$ cat src/hw/rtl/gec_pkg.sv
`default_nettype none
package gec_pkg;

  localparam int SAMPLE_BITS  = 24;
  localparam int CHANNELS_DEF = 2;
  localparam int MAX_HOLD_DEF = 4096;

  localparam int CFG_AW = 5;
  localparam int PER_W  = 17;

  // datapath widths
  localparam int A_W    = 34;
  localparam int B_W    = 30;
  localparam int P_W    = A_W + B_W + 1;
  localparam int ACC_W  = 68;
  localparam int DRY_W  = 28;
  localparam int WET_W  = 34;
  localparam int CRD_W  = 43;
  localparam int Z_W    = 33;
  localparam int U_W    = 24;
  localparam int N_W    = 42;
  localparam int NUM_W  = 66;
  localparam int IDX_CW = 5;

  localparam int CORDIC_STEPS = 28;

  localparam logic [30:0]    HALF_PI_Q30     = 31'h6487ED51;
  localparam logic [29:0]    TWO_OVER_PI_Q30 = 30'd683565276;
  localparam logic [U_W-1:0] ONE_Q23         = 24'h800000;

  // register map
  localparam logic [2:0] REG_ENABLES     = 3'd0;
  localparam logic [2:0] REG_INPUT_GAIN  = 3'd1;
  localparam logic [2:0] REG_DRIVE_GAIN  = 3'd2;
  localparam logic [2:0] REG_DIST_AMOUNT = 3'd3;
  localparam logic [2:0] REG_CRUSH_STEP  = 3'd4;
  localparam logic [2:0] REG_HOLD_PERIOD = 3'd5;
  localparam logic [2:0] REG_WET_WEIGHT  = 3'd6;
  localparam logic [2:0] REG_DRY_WEIGHT  = 3'd7;

  // enable bits
  localparam int EN_DRIVE = 0;
  localparam int EN_DIST  = 1;
  localparam int EN_CRUSH = 2;
  localparam int EN_HOLD  = 3;

  typedef enum logic [3:0] {
    A_S, A_DRY, A_WET, A_WET_EFF, A_Z, A_U, A_U2, A_U4, A_U6, A_C135135
  } a_sel_t;

  typedef enum logic [4:0] {
    B_IG, B_DG, B_AMT, B_K2PI, B_P23, B_C17325, B_C378, B_ONE,
    B_C62370, B_C3150, B_C28, B_NLO, B_NHI, B_WW, B_DW, B_U, B_U2
  } b_sel_t;

  typedef enum logic [1:0] {
    ACC_NONE, ACC_CLR, ACC_ADD, ACC_ADD21
  } acc_op_t;

  typedef enum logic [3:0] {
    DST_NONE, DST_DRY, DST_WET, DST_V, DST_U, DST_U2, DST_U4, DST_U6,
    DST_N, DST_D, DST_NUM, DST_FIN
  } dst_t;

  typedef enum logic [4:0] {
    ST_IDLE, ST_DRY, ST_DRV, ST_AMT, ST_CORD, ST_U, ST_U2, ST_U4, ST_U6,
    ST_N0, ST_N1, ST_N2, ST_N3, ST_D0, ST_D1, ST_D2, ST_D3, ST_P0, ST_P1,
    ST_TDIV, ST_CDIV, ST_F0, ST_F1, ST_DONE
  } gec_state_t;

  typedef struct packed {
    logic              ld_in;
    logic              mul_go;
    a_sel_t            a_sel;
    b_sel_t            b_sel;
    acc_op_t           acc_op;
    dst_t              dst;
    logic              cord_step;
    logic [IDX_CW-1:0] cord_idx;
    logic              div_go;
    logic              div_crush;
    logic              div_wb;
    logic              commit;
  } gec_cmd_t;

  typedef struct packed {
    logic div_done;
    logic out_busy;
  } gec_sts_t;

  function automatic logic [29:0] atan_q30(input logic [IDX_CW-1:0] idx);
    logic [29:0] v;
    case (idx)
      5'd0:  v = 30'h3243F6A8;
      5'd1:  v = 30'h1DAC6705;
      5'd2:  v = 30'h0FADBAFC;
      5'd3:  v = 30'h07F56EA6;
      5'd4:  v = 30'h03FEAB76;
      5'd5:  v = 30'h01FFD55B;
      5'd6:  v = 30'h00FFFAAA;
      5'd7:  v = 30'h007FFF55;
      5'd8:  v = 30'h003FFFEA;
      5'd9:  v = 30'h001FFFFD;
      5'd10: v = 30'h000FFFFF;
      5'd11: v = 30'h0007FFFF;
      5'd12: v = 30'h0003FFFF;
      5'd13: v = 30'h0001FFFF;
      5'd14: v = 30'h0000FFFF;
      5'd15: v = 30'h00007FFF;
      5'd16: v = 30'h00003FFF;
      5'd17: v = 30'h00001FFF;
      5'd18: v = 30'h00000FFF;
      5'd19: v = 30'h000007FF;
      5'd20: v = 30'h000003FF;
      5'd21: v = 30'h000001FF;
      5'd22: v = 30'h000000FF;
      5'd23: v = 30'h0000007F;
      5'd24: v = 30'h0000003F;
      5'd25: v = 30'h0000001F;
      5'd26: v = 30'h0000000F;
      5'd27: v = 30'h00000007;
      default: v = 30'h0;
    endcase
    return v;
  endfunction

endpackage
`default_nettype wire

$ cat src/hw/rtl/gec_ctrl.sv
`default_nettype none
module gec_ctrl (
  input  wire logic              clk,
  input  wire logic              rst_n,
  input  wire logic              in_valid,
  output logic                   in_ready,
  input  wire logic [3:0]        enables,
  input  wire logic              crush_nz,
  input  wire gec_pkg::gec_sts_t sts,
  output gec_pkg::gec_cmd_t      cmd
);
  import gec_pkg::*;

  gec_state_t        state_r, state_nxt, after_op, post_wet;
  logic              sub_r, sub_nxt;
  logic [IDX_CW-1:0] cnt_r, cnt_nxt;
  a_sel_t            a_sel;
  b_sel_t            b_sel;
  acc_op_t           acc_op;
  dst_t              dst;
  logic              is_mul;

  always_ff @(posedge clk) begin
    if (!rst_n) begin
      state_r <= ST_IDLE;
      sub_r   <= 1'b0;
      cnt_r   <= '0;
    end else begin
      state_r <= state_nxt;
      sub_r   <= sub_nxt;
      cnt_r   <= cnt_nxt;
    end
  end

  // micro-op of each multiply state and where it leads
  always_comb begin
    post_wet = (enables[EN_CRUSH] && crush_nz) ? ST_CDIV : ST_F0;
    is_mul   = 1'b1;
    a_sel    = A_S;
    b_sel    = B_IG;
    acc_op   = ACC_CLR;
    dst      = DST_NONE;
    after_op = ST_IDLE;
    case (state_r)
      ST_DRY: begin
        dst = DST_DRY;
        after_op = enables[EN_DRIVE] ? ST_DRV : (enables[EN_DIST] ? ST_AMT : post_wet);
      end
      ST_DRV: begin
        a_sel = A_WET; b_sel = B_DG; dst = DST_WET;
        after_op = enables[EN_DIST] ? ST_AMT : post_wet;
      end
      ST_AMT: begin a_sel = A_WET; b_sel = B_AMT; dst = DST_V; after_op = ST_CORD; end
      ST_U:   begin a_sel = A_Z; b_sel = B_K2PI; dst = DST_U; after_op = ST_U2; end
      // u squared, and the even powers built from it
      ST_U2:  begin a_sel = A_U; b_sel = B_U; dst = DST_U2; after_op = ST_U4; end
      ST_U4:  begin a_sel = A_U2; b_sel = B_U2; dst = DST_U4; after_op = ST_U6; end
      ST_U6:  begin a_sel = A_U4; b_sel = B_U2; dst = DST_U6; after_op = ST_N0; end
      ST_N0:  begin a_sel = A_C135135; b_sel = B_P23; after_op = ST_N1; end
      ST_N1:  begin a_sel = A_U2; b_sel = B_C17325; acc_op = ACC_ADD; after_op = ST_N2; end
      ST_N2:  begin a_sel = A_U4; b_sel = B_C378; acc_op = ACC_ADD; after_op = ST_N3; end
      ST_N3:  begin
        a_sel = A_U6; b_sel = B_ONE; acc_op = ACC_ADD; dst = DST_N; after_op = ST_D0;
      end
      ST_D0:  begin a_sel = A_C135135; b_sel = B_P23; after_op = ST_D1; end
      ST_D1:  begin a_sel = A_U2; b_sel = B_C62370; acc_op = ACC_ADD; after_op = ST_D2; end
      ST_D2:  begin a_sel = A_U4; b_sel = B_C3150; acc_op = ACC_ADD; after_op = ST_D3; end
      ST_D3:  begin
        a_sel = A_U6; b_sel = B_C28; acc_op = ACC_ADD; dst = DST_D; after_op = ST_P0;
      end
      ST_P0:  begin a_sel = A_U; b_sel = B_NLO; after_op = ST_P1; end
      ST_P1:  begin
        a_sel = A_U; b_sel = B_NHI; acc_op = ACC_ADD21; dst = DST_NUM; after_op = ST_TDIV;
      end
      ST_F0:  begin a_sel = A_WET_EFF; b_sel = B_WW; after_op = ST_F1; end
      ST_F1:  begin
        a_sel = A_DRY; b_sel = B_DW; acc_op = ACC_ADD; dst = DST_FIN; after_op = ST_DONE;
      end
      default: is_mul = 1'b0;
    endcase
  end

  always_comb begin
    cmd       = '0;
    in_ready  = 1'b0;
    state_nxt = state_r;
    sub_nxt   = sub_r;
    cnt_nxt   = cnt_r;
    cmd.a_sel  = a_sel;
    cmd.b_sel  = b_sel;
    cmd.acc_op = acc_op;
    cmd.dst    = dst;
    case (state_r)
      ST_IDLE: begin
        in_ready = 1'b1;
        if (in_valid) begin
          cmd.ld_in = 1'b1;
          state_nxt = ST_DRY;
          sub_nxt   = 1'b0;
        end
      end
      ST_CORD: begin
        cmd.cord_step = 1'b1;
        cmd.cord_idx  = cnt_r;
        if (cnt_r == IDX_CW'(CORDIC_STEPS - 1)) begin
          cnt_nxt   = '0;
          state_nxt = ST_U;
        end else begin
          cnt_nxt = cnt_r + 1'b1;
        end
      end
      ST_TDIV, ST_CDIV: begin
        cmd.div_crush = (state_r == ST_CDIV);
        if (!sub_r) begin
          cmd.div_go = 1'b1;
          sub_nxt    = 1'b1;
        end else if (sts.div_done) begin
          cmd.div_wb = 1'b1;
          sub_nxt    = 1'b0;
          state_nxt  = (state_r == ST_TDIV) ? post_wet : ST_F0;
        end
      end
      ST_DONE: begin
        if (!sts.out_busy) begin
          cmd.commit = 1'b1;
          state_nxt  = ST_IDLE;
        end
      end
      default: begin
        if (is_mul) begin
          if (!sub_r) begin
            cmd.mul_go = 1'b1;
            sub_nxt    = 1'b1;
          end else begin
            sub_nxt   = 1'b0;
            state_nxt = after_op;
          end
        end else begin
          state_nxt = ST_IDLE;
        end
      end
    endcase
  end

  a_div_state: assert property (@(posedge clk) disable iff (!rst_n)
    cmd.div_go |-> (state_r == ST_TDIV || state_r == ST_CDIV))
    else $error("divider started outside a divide step");

  a_commit_free: assert property (@(posedge clk) disable iff (!rst_n)
    cmd.commit |-> !sts.out_busy)
    else $error("result committed over an untaken word");

  a_accept_start: assert property (@(posedge clk) disable iff (!rst_n)
    cmd.ld_in |=> (state_r == ST_DRY && !sub_r))
    else $error("accepted word did not start processing");

endmodule
`default_nettype wire
$ cat config.mk
export PLATFORM = sky130hd
export DESIGN_NAME = gec_ctrl
export DESIGN_NICKNAME = d
export VERILOG_FILES = /design/src/hw/rtl/gec_pkg.sv /design/src/hw/rtl/gec_ctrl.sv
export SDC_FILE = /design/constraint.sdc
export NUM_CORES = 1
export LEC_CHECK = 0
export BUFFER_PORTS_ARGS = -buffer_cell sky130_fd_sc_hd__buf_2
export CAP_MARGIN = 10
export CORE_AREA = 2 2 52 54
export DETAILED_ROUTE_END_ITERATION = 10
export DIE_AREA = 0 0 54 56
export HOLD_SLACK_MARGIN = 0.15
export PLACE_DENSITY = 0.91
export SYNTH_ARGS = -nofsm -noshare
export SYNTH_HDL_FRONTEND = slang
export SYNTH_SLANG_ARGS = --single-unit
$ cat constraint.sdc
create_clock -name clk -period 3.2 [get_ports clk]
set_input_delay 0.32 -clock clk [delete_from_list [all_inputs] [get_ports clk]]
set_output_delay 0.32 -clock clk [all_outputs]
set_load 0.005 [all_outputs]
* Word level (Yosys, flattened, before mapping)
Index checks and enable logic that the tools add are counted.
** Storage, ports and cells
- Register bits after elaboration :: 11
- Output and inout port bits :: 28
- Word-level logic and storage cells :: 88
** Operators by class
- Add/sub/neg operators :: 1
- Equality and inequality tests :: 30
- Muxes and demuxes :: 36
- Bitwise logic cells :: 1
- Reductions and logical operators :: 17
** Operator list (number)
- $pmux W5 S19 :: 1
- $pmux W5 S16 :: 1
- $mux W5 :: 10
- $eq A5 B5 Y1 const B :: 9
- $pmux W4 S11 :: 1
- $eq A5 B4 Y1 const B :: 8
- $pmux W4 S9 :: 1
- $eq A5 B3 Y1 const B :: 4
- $pmux W5 S4 :: 1
- $reduce_or A19 Y1 :: 1
- $mux W1 :: 17
- $reduce_or A2 Y1 :: 6
- $eq A5 B2 Y1 const B :: 2
- $ne A2 B2 Y1 const B :: 5
- $reduce_or A3 Y1 :: 3
- $reduce_or A7 Y1 :: 1
- $mux W6 :: 1
- $reduce_and A6 Y1 :: 1
- $add A5 B1 Y5 const B :: 1
- $eq A5 B1 Y1 const B :: 1
- $logic_not A5 Y1 :: 1
- $ne A5 B2 Y1 const B :: 1
- $reduce_or A5 Y1 :: 1
- $pmux W2 S2 :: 1
- 6 further kinds :: 6

* Longest topological paths before layout
- Depth in word-level cells :: 8
- Mapped depth :: 8
- Mapped depth without buffers :: 6

* Least setup slack after synthesis
Ideal clock, no wire load.
- Path kind :: flip-flop to flip-flop
- From :: register cnt_r[0]
- To :: register state_r[2]
- Library setup time :: 0.116 ns
- Arrival time :: 1.642 ns
- Data required time :: 3.084 ns
- Path slack :: 1.442 ns
- Cell stages (with the launch flop) :: 7
- Buffers on the path :: 0
- Clock period less this slack :: 1.758 ns
- Cell sequence :: dfxtp_1 ha_1 nand4b_1 nand3b_1 nand4b_4 or4_1 o211a_1
** Between the ends
- Word-level cells in the longest chain between the ends :: 3
** RTL lines
- start: declaration :: line gec_ctrl.sv:16 : logic [IDX_CW-1:0] cnt_r, cnt_nxt;
- start signal: assignment :: line gec_ctrl.sv:31 : cnt_r <= cnt_nxt;
- $eq A5 B5 Y1 :: line gec_ctrl.sv:105 : if (cnt_r == IDX_CW'(CORDIC_STEPS - 1)) begin
- $ne A2 B2 Y1 (no source line)
- $reduce_and A6 Y1 (no source line)
- end signal: assignment :: line gec_ctrl.sv:29 : state_r <= state_nxt;
- end: declaration :: line gec_ctrl.sv:14 : gec_state_t state_r, state_nxt, after_op, post_wet;
Every way passes these cells.
A chain may end at the register's enable or synchronous reset.

==> report_table.html <==
<table>
<tr><th>Metric</th><th>Value</th></tr>
<tr><th colspan="2">Status</th></tr>
<tr><td>Outcome</td><td>finished, final reports clean</td></tr>
<tr><th colspan="2">Yosys</th></tr>
<tr><td>Most numerous cell in the Yosys netlist</td><td>sky130_fd_sc_hd__a21oi_1</td></tr>
<tr><td>Ys async rst share</td><td>0%</td></tr>
<tr><td>Number of synthesized flops with an enable pin</td><td>0</td></tr>
<tr><td>Commonest cells in the synthesized netlist</td><td>sky130_fd_sc_hd__a21oi_1, sky130_fd_sc_hd__nand2_1, sky130_fd_sc_hd__nor2_1, sky130_fd_sc_hd__o21ai_0, sky130_fd_sc_hd__dfxtp_1</td></tr>
<tr><td>Part of the Yosys area used for sequential elements</td><td>16.5%</td></tr>
<tr><td>Warning count from the yosys run</td><td>0</td></tr>
<tr><td>Synthesized net count</td><td>210</td></tr>
<tr><td>Library cell occupying the most area in the post-synthesis netlist</td><td>sky130_fd_sc_hd__dfxtp_1</td></tr>
<tr><td>Average cell area after synthesis</td><td>between 6 and 7 µm²</td></tr>
<tr><td>Number of synthesized register bits</td><td>11</td></tr>
<tr><td>Synth Instances</td><td>199</td></tr>
<tr><td>Cells taking the most area after synthesis</td><td>sky130_fd_sc_hd__dfxtp_1, sky130_fd_sc_hd__a21oi_1, sky130_fd_sc_hd__o21ai_0</td></tr>
<tr><td>Cell Area, Synth</td><td>0.00134 mm²</td></tr>
<tr><td>Top-area cell type share of the netlist area</td><td>16.5%</td></tr>
<tr><td>Count of different cell masters after synthesis</td><td>52</td></tr>
<tr><td>Top flip-flop cell by instance count after synthesis</td><td>sky130_fd_sc_hd__dfxtp_1</td></tr>
<tr><th colspan="2">Layout</th></tr>
<tr><td>Fillcell total</td><td>215</td></tr>
<tr><td>Filler-free cell count of the finished design</td><td>256</td></tr>
<tr><td>Layout cell share with drive strength beyond 1</td><td>21.7%</td></tr>
<tr><td>Ant. Diodes</td><td>0</td></tr>
<tr><td>Net count, final</td><td>~240</td></tr>
<tr><td>Utilization after layout</td><td>between 60% and 70%</td></tr>
<tr><td>Synthesis-to-finish area growth</td><td>14.1%</td></tr>
<tr><th colspan="2">Setup path</th></tr>
<tr><td>Worst-path fanout max</td><td>25</td></tr>
<tr><td>Delay contributed by the slowest stage of the critical path</td><td>0.83 ns</td></tr>
<tr><td>Worst reg2reg endpoint</td><td>state_r[2]$_SDFFE_PN0P_</td></tr>
<tr><td>CP required</td><td>roughly 2.9 ns</td></tr>
<tr><td>Highest-delay cell along the critical path</td><td>sky130_fd_sc_hd__dfxtp_1</td></tr>
<tr><td>Worst setup path category</td><td>reg -&gt; out</td></tr>
<tr><td>Depth of the most critical reg-to-reg path</td><td>5</td></tr>
<tr><td>Launch point of the worst path</td><td>state_r[2]$_SDFFE_PN0P_</td></tr>
<tr><td>CP Cell Sequence</td><td>or2b_1 &gt; nor2_1 &gt; and2_1 &gt; buf_2</td></tr>
<tr><td>CP endpoint kind</td><td>output pin</td></tr>
<tr><td>Worst reg-to-reg setup slack</td><td>0.90 ns</td></tr>
<tr><td>Type of origin of the critical path</td><td>flip-flop</td></tr>
<tr><td>Reg-to-Reg Start</td><td>state_r[2]$_SDFFE_PN0P_</td></tr>
<tr><td>CP arrival</td><td>~2.3 ns</td></tr>
<tr><th colspan="2">Die</th></tr>
<tr><td>Initial cell density of the core</td><td>55.0%</td></tr>
<tr><td>Die area</td><td>0.00302 mm²</td></tr>
<tr><td>Chip Height</td><td>56 µm</td></tr>
<tr><td>Core ar.</td><td>0.00243 mm²</td></tr>
<tr><td>Count of pins on the block boundary</td><td>38</td></tr>
<tr><td>Placement Rows</td><td>18</td></tr>
<tr><td>Horiz. Die Dim</td><td>about 54 µm</td></tr>
<tr><th colspan="2">Power</th></tr>
<tr><td>Power share of the clock group</td><td>roughly 8.3%</td></tr>
<tr><td>Power Density</td><td>around 800 mW/mm²</td></tr>
<tr><td>Combinational share of power</td><td>68.3%</td></tr>
<tr><td>Switching power summed over all nets</td><td>0.610 mW</td></tr>
<tr><td>Internal power consumption</td><td>0.590 mW</td></tr>
<tr><td>LEAKAGE</td><td>0.687 nW</td></tr>
<tr><td>Switching power share of the total</td><td>50.8%</td></tr>
<tr><td>Peak VDD IR</td><td>0.550 mV</td></tr>
<tr><td>Relative contribution of sequential cells to total power</td><td>23.4%</td></tr>
<tr><th colspan="2">CTS</th></tr>
<tr><td>Setup bufs post-CTS</td><td>0</td></tr>
<tr><td>Cell chosen for the clock root</td><td>sky130_fd_sc_hd__clkbuf_4</td></tr>
<tr><td>Cts repair resizes</td><td>0</td></tr>
<tr><td>Bufs on Longest Clock Path</td><td>2</td></tr>
<tr><td>Clock tree from TritonCTS</td><td>built</td></tr>
<tr><td>CTS Hold Bufs</td><td>0</td></tr>
<tr><td>Clock transition at the registers of the reported paths</td><td>0.07 ns</td></tr>
<tr><td>Clock sink total</td><td>11</td></tr>
<tr><td>Insertion delay to the later sink of the worst-skew pair</td><td>0.27 ns</td></tr>
<tr><td>Number of clock buffers inserted by TritonCTS</td><td>3</td></tr>
<tr><td>Total number of H-tree levels</td><td>1</td></tr>
<tr><th colspan="2">Timing</th></tr>
<tr><td>Relative slew margins</td><td>46.8%</td></tr>
<tr><td>Final Critical Period</td><td>about 2.6 ns</td></tr>
<tr><td>Maximum clock frequency</td><td>0.383 GHz</td></tr>
<tr><td>Final hold vios</td><td>0</td></tr>
<tr><td>Period Utilization, post-route</td><td>81.5%</td></tr>
<tr><td>Min setup slack post-route</td><td>0.592 ns</td></tr>
<tr><td>TNS Setup</td><td>0 ns</td></tr>
<tr><td>Final Setup Violations</td><td>0</td></tr>
<tr><td>Layout Skew</td><td>0.00106 ns</td></tr>
<tr><td>Pin slew with the least headroom to its limit</td><td>0.796 ns</td></tr>
<tr><td>Setup repair after global routing missed its margin</td><td>false</td></tr>
<tr><td>Final max-slew violation count</td><td>0</td></tr>
<tr><th colspan="2">Placement</th></tr>
<tr><td>Placed insts</td><td>252</td></tr>
<tr><td>GPL Wtd Cong</td><td>0.865</td></tr>
<tr><td>Number of buffers added on ports</td><td>36</td></tr>
<tr><td>DP Wirelength</td><td>2500 µm</td></tr>
<tr><td>Setup slack at placement</td><td>0.972 ns</td></tr>
<tr><th colspan="2">Routing</th></tr>
<tr><td>Routed len/inst</td><td>~14 µm</td></tr>
<tr><td>Remaining antenna violation count</td><td>0</td></tr>
<tr><td>Routed WL</td><td>between 3000 and 4000 µm</td></tr>
<tr><td>Violation count after the first detailed-routing iteration</td><td>71</td></tr>
<tr><td>Count of vias placed by the detailed router</td><td>1619</td></tr>
<tr><td>Per-cell via count in the routed design</td><td>6.32</td></tr>
<tr><td>DRC</td><td>0</td></tr>
<tr><td>DRT Pass-1 Iters</td><td>6</td></tr>
<tr><th colspan="2">Global route</th></tr>
<tr><td>Number of global-route vias before repair</td><td>1327</td></tr>
<tr><td>Global-route usage over all layers</td><td>24.2%</td></tr>
<tr><td>Largest net degree at the start of global routing</td><td>28</td></tr>
<tr><td>Antenna violations before repair</td><td>0</td></tr>
<tr><td>Overflow after GRT</td><td>0</td></tr>
<tr><td>Wire length of the first global-routing pass</td><td>5600 µm</td></tr>
<tr><th colspan="2">Job</th></tr>
<tr><td>Number of max-capacitance violations reported</td><td>0</td></tr>
<tr><th colspan="2">Hold path</th></tr>
<tr><td>Hold path start</td><td>rst_n</td></tr>
<tr><td>Hold depth</td><td>2</td></tr>
<tr><td>Classification of the worst-slack hold path</td><td>in -&gt; reg</td></tr>
<tr><td>Endpoint of the worst hold-timing path</td><td>state_r[0]$_SDFFE_PN0P_</td></tr>
</table>
-- routing by layer --
metal / up-vias / wire length [µm] / share of wire (%) / global-route usage (%)
met1: 745 / 1490 / 43 / 31.6
met3: 10 / 271 / 7.8 / 4.57
met5: - / 0 / 0 / 0
met4: 0 / 59 / 1.7 / 9.29
li1: 794 / - / - / -
met2: 70 / 1650 / 48 / 38.2
-- worst max-delay path, delay by kind of cell, from the launching register on --
family	cells	cell delay, ns
DFF	1	0.83
buffers and inverters	1	0.11
and+or+nand+nor	3	1.07
-- final cells by class --
| class | count | area [µm²] | area share, % |
|---|---|---|---|
| Sequential cell | 11 | 220 | 14.4 |
| Inverter | 4 | 15.0 | 0.984 |
| Tap cell | 30 | 37.5 | 2.46 |
| Multi-Input combinational cell | 167 | 1020 | 66.6 |
| Clock buffer | 4 | 26.3 | 1.72 |
| Timing Repair Buffer | 40 | 210 | 13.8 |
-- power groups by stage --
| stage | sequential [mW] | clock, mW | combinational, mW |
|---|---|---|---|
| 2_1_floorplan | 0.195 | 0 | 0.680 |
| 3_3_place_gp | 0.279 | 0 | 0.789 |
| 3_5_place_dp | 0.278 | 0 | 0.807 |
| 4_1_cts | 0.275 | 0.101 | 0.811 |
| 5_1_grt | 0.292 | 0.110 | 0.911 |
| 6_report | 0.281 | 0.0996 | 0.819 |
-- per-stage QoR --
step	total power [mW]	hold slack, ns	instance area (µm²)
finish	1.20	0.299	1530
global placement	1.07	0.498	1500
global route	1.31	0.308	1530
CTS	1.19	0.300	1530
detailed placement	1.08	0.501	1500
floorplan	0.875	0.451	1340
-- worst max-delay path by stage --
stage               slack (ns)  cells past startpoint                       to
finish                    0.59                      4                   cmd[7]
global route              0.41                      4                   cmd[6]
CTS                       0.66                      4                   cmd[7]
detailed placement        0.97                      4                   cmd[7]
global placement           1.0                      5  state_r[2]$_SDFFE_PN0P_
floorplan                 1.44                      6  state_r[2]$_SDFFE_PN0P_
-- kinds of logic (layout without fill, tap and decap cells) --
kind of cell | Yosys count | after routing | share of synthesized area (%)
buffers and inverters | 21 | 48 | 7.48
multiplexers | 4 | 4 | 3.09
AO/OA/AOI/OAI | 69 | 69 | 33.0
adder cells (fa/ha/maj) | 1 | 1 | 0.935
AND/OR/NAND/NOR | 93 | 93 | 39.0
flip-flops | 11 | 11 | 16.5
-- registers in the layout, indices dropped and copies added (netlist names) --
name / count
state_r: 5
cnt_r: 5
sub_r: 1
-- cell usage in the layout, fill, tap and decap left out, types with 2 or more instances in the layout --
cell / Yosys / final
sky130_fd_sc_hd__and3b_1: 2 / 2
sky130_fd_sc_hd__buf_2: 8 / 36
sky130_fd_sc_hd__nand3_1: 6 / 6
sky130_fd_sc_hd__nor4_1: 2 / 2
sky130_fd_sc_hd__clkbuf_4: 0 / 3
sky130_fd_sc_hd__a211oi_1: 2 / 2
sky130_fd_sc_hd__inv_1: 3 / 3
sky130_fd_sc_hd__nor2b_1: 7 / 7
sky130_fd_sc_hd__nor3_1: 5 / 5
sky130_fd_sc_hd__a21oi_1: 24 / 24
sky130_fd_sc_hd__o2bb2ai_1: 2 / 2
sky130_fd_sc_hd__nor3b_1: 3 / 3
sky130_fd_sc_hd__or3_1: 4 / 4
sky130_fd_sc_hd__and3_1: 3 / 3
sky130_fd_sc_hd__o22ai_1: 3 / 3
sky130_fd_sc_hd__o311ai_0: 2 / 2
sky130_fd_sc_hd__nand4b_1: 2 / 2
sky130_fd_sc_hd__dfxtp_1: 11 / 11
sky130_fd_sc_hd__mux2i_1: 3 / 3
sky130_fd_sc_hd__nand3b_1: 3 / 3
sky130_fd_sc_hd__a21o_1: 2 / 2
sky130_fd_sc_hd__o21ai_0: 17 / 17
sky130_fd_sc_hd__nand2_1: 19 / 19
sky130_fd_sc_hd__or4_1: 2 / 2
sky130_fd_sc_hd__and2_1: 6 / 6
sky130_fd_sc_hd__nand2b_1: 7 / 7
sky130_fd_sc_hd__buf_4: 1 / 4
sky130_fd_sc_hd__nor2_1: 19 / 19
sky130_fd_sc_hd__a31oi_1: 2 / 2
Note: power is estimated with default switching activity, not from simulation.
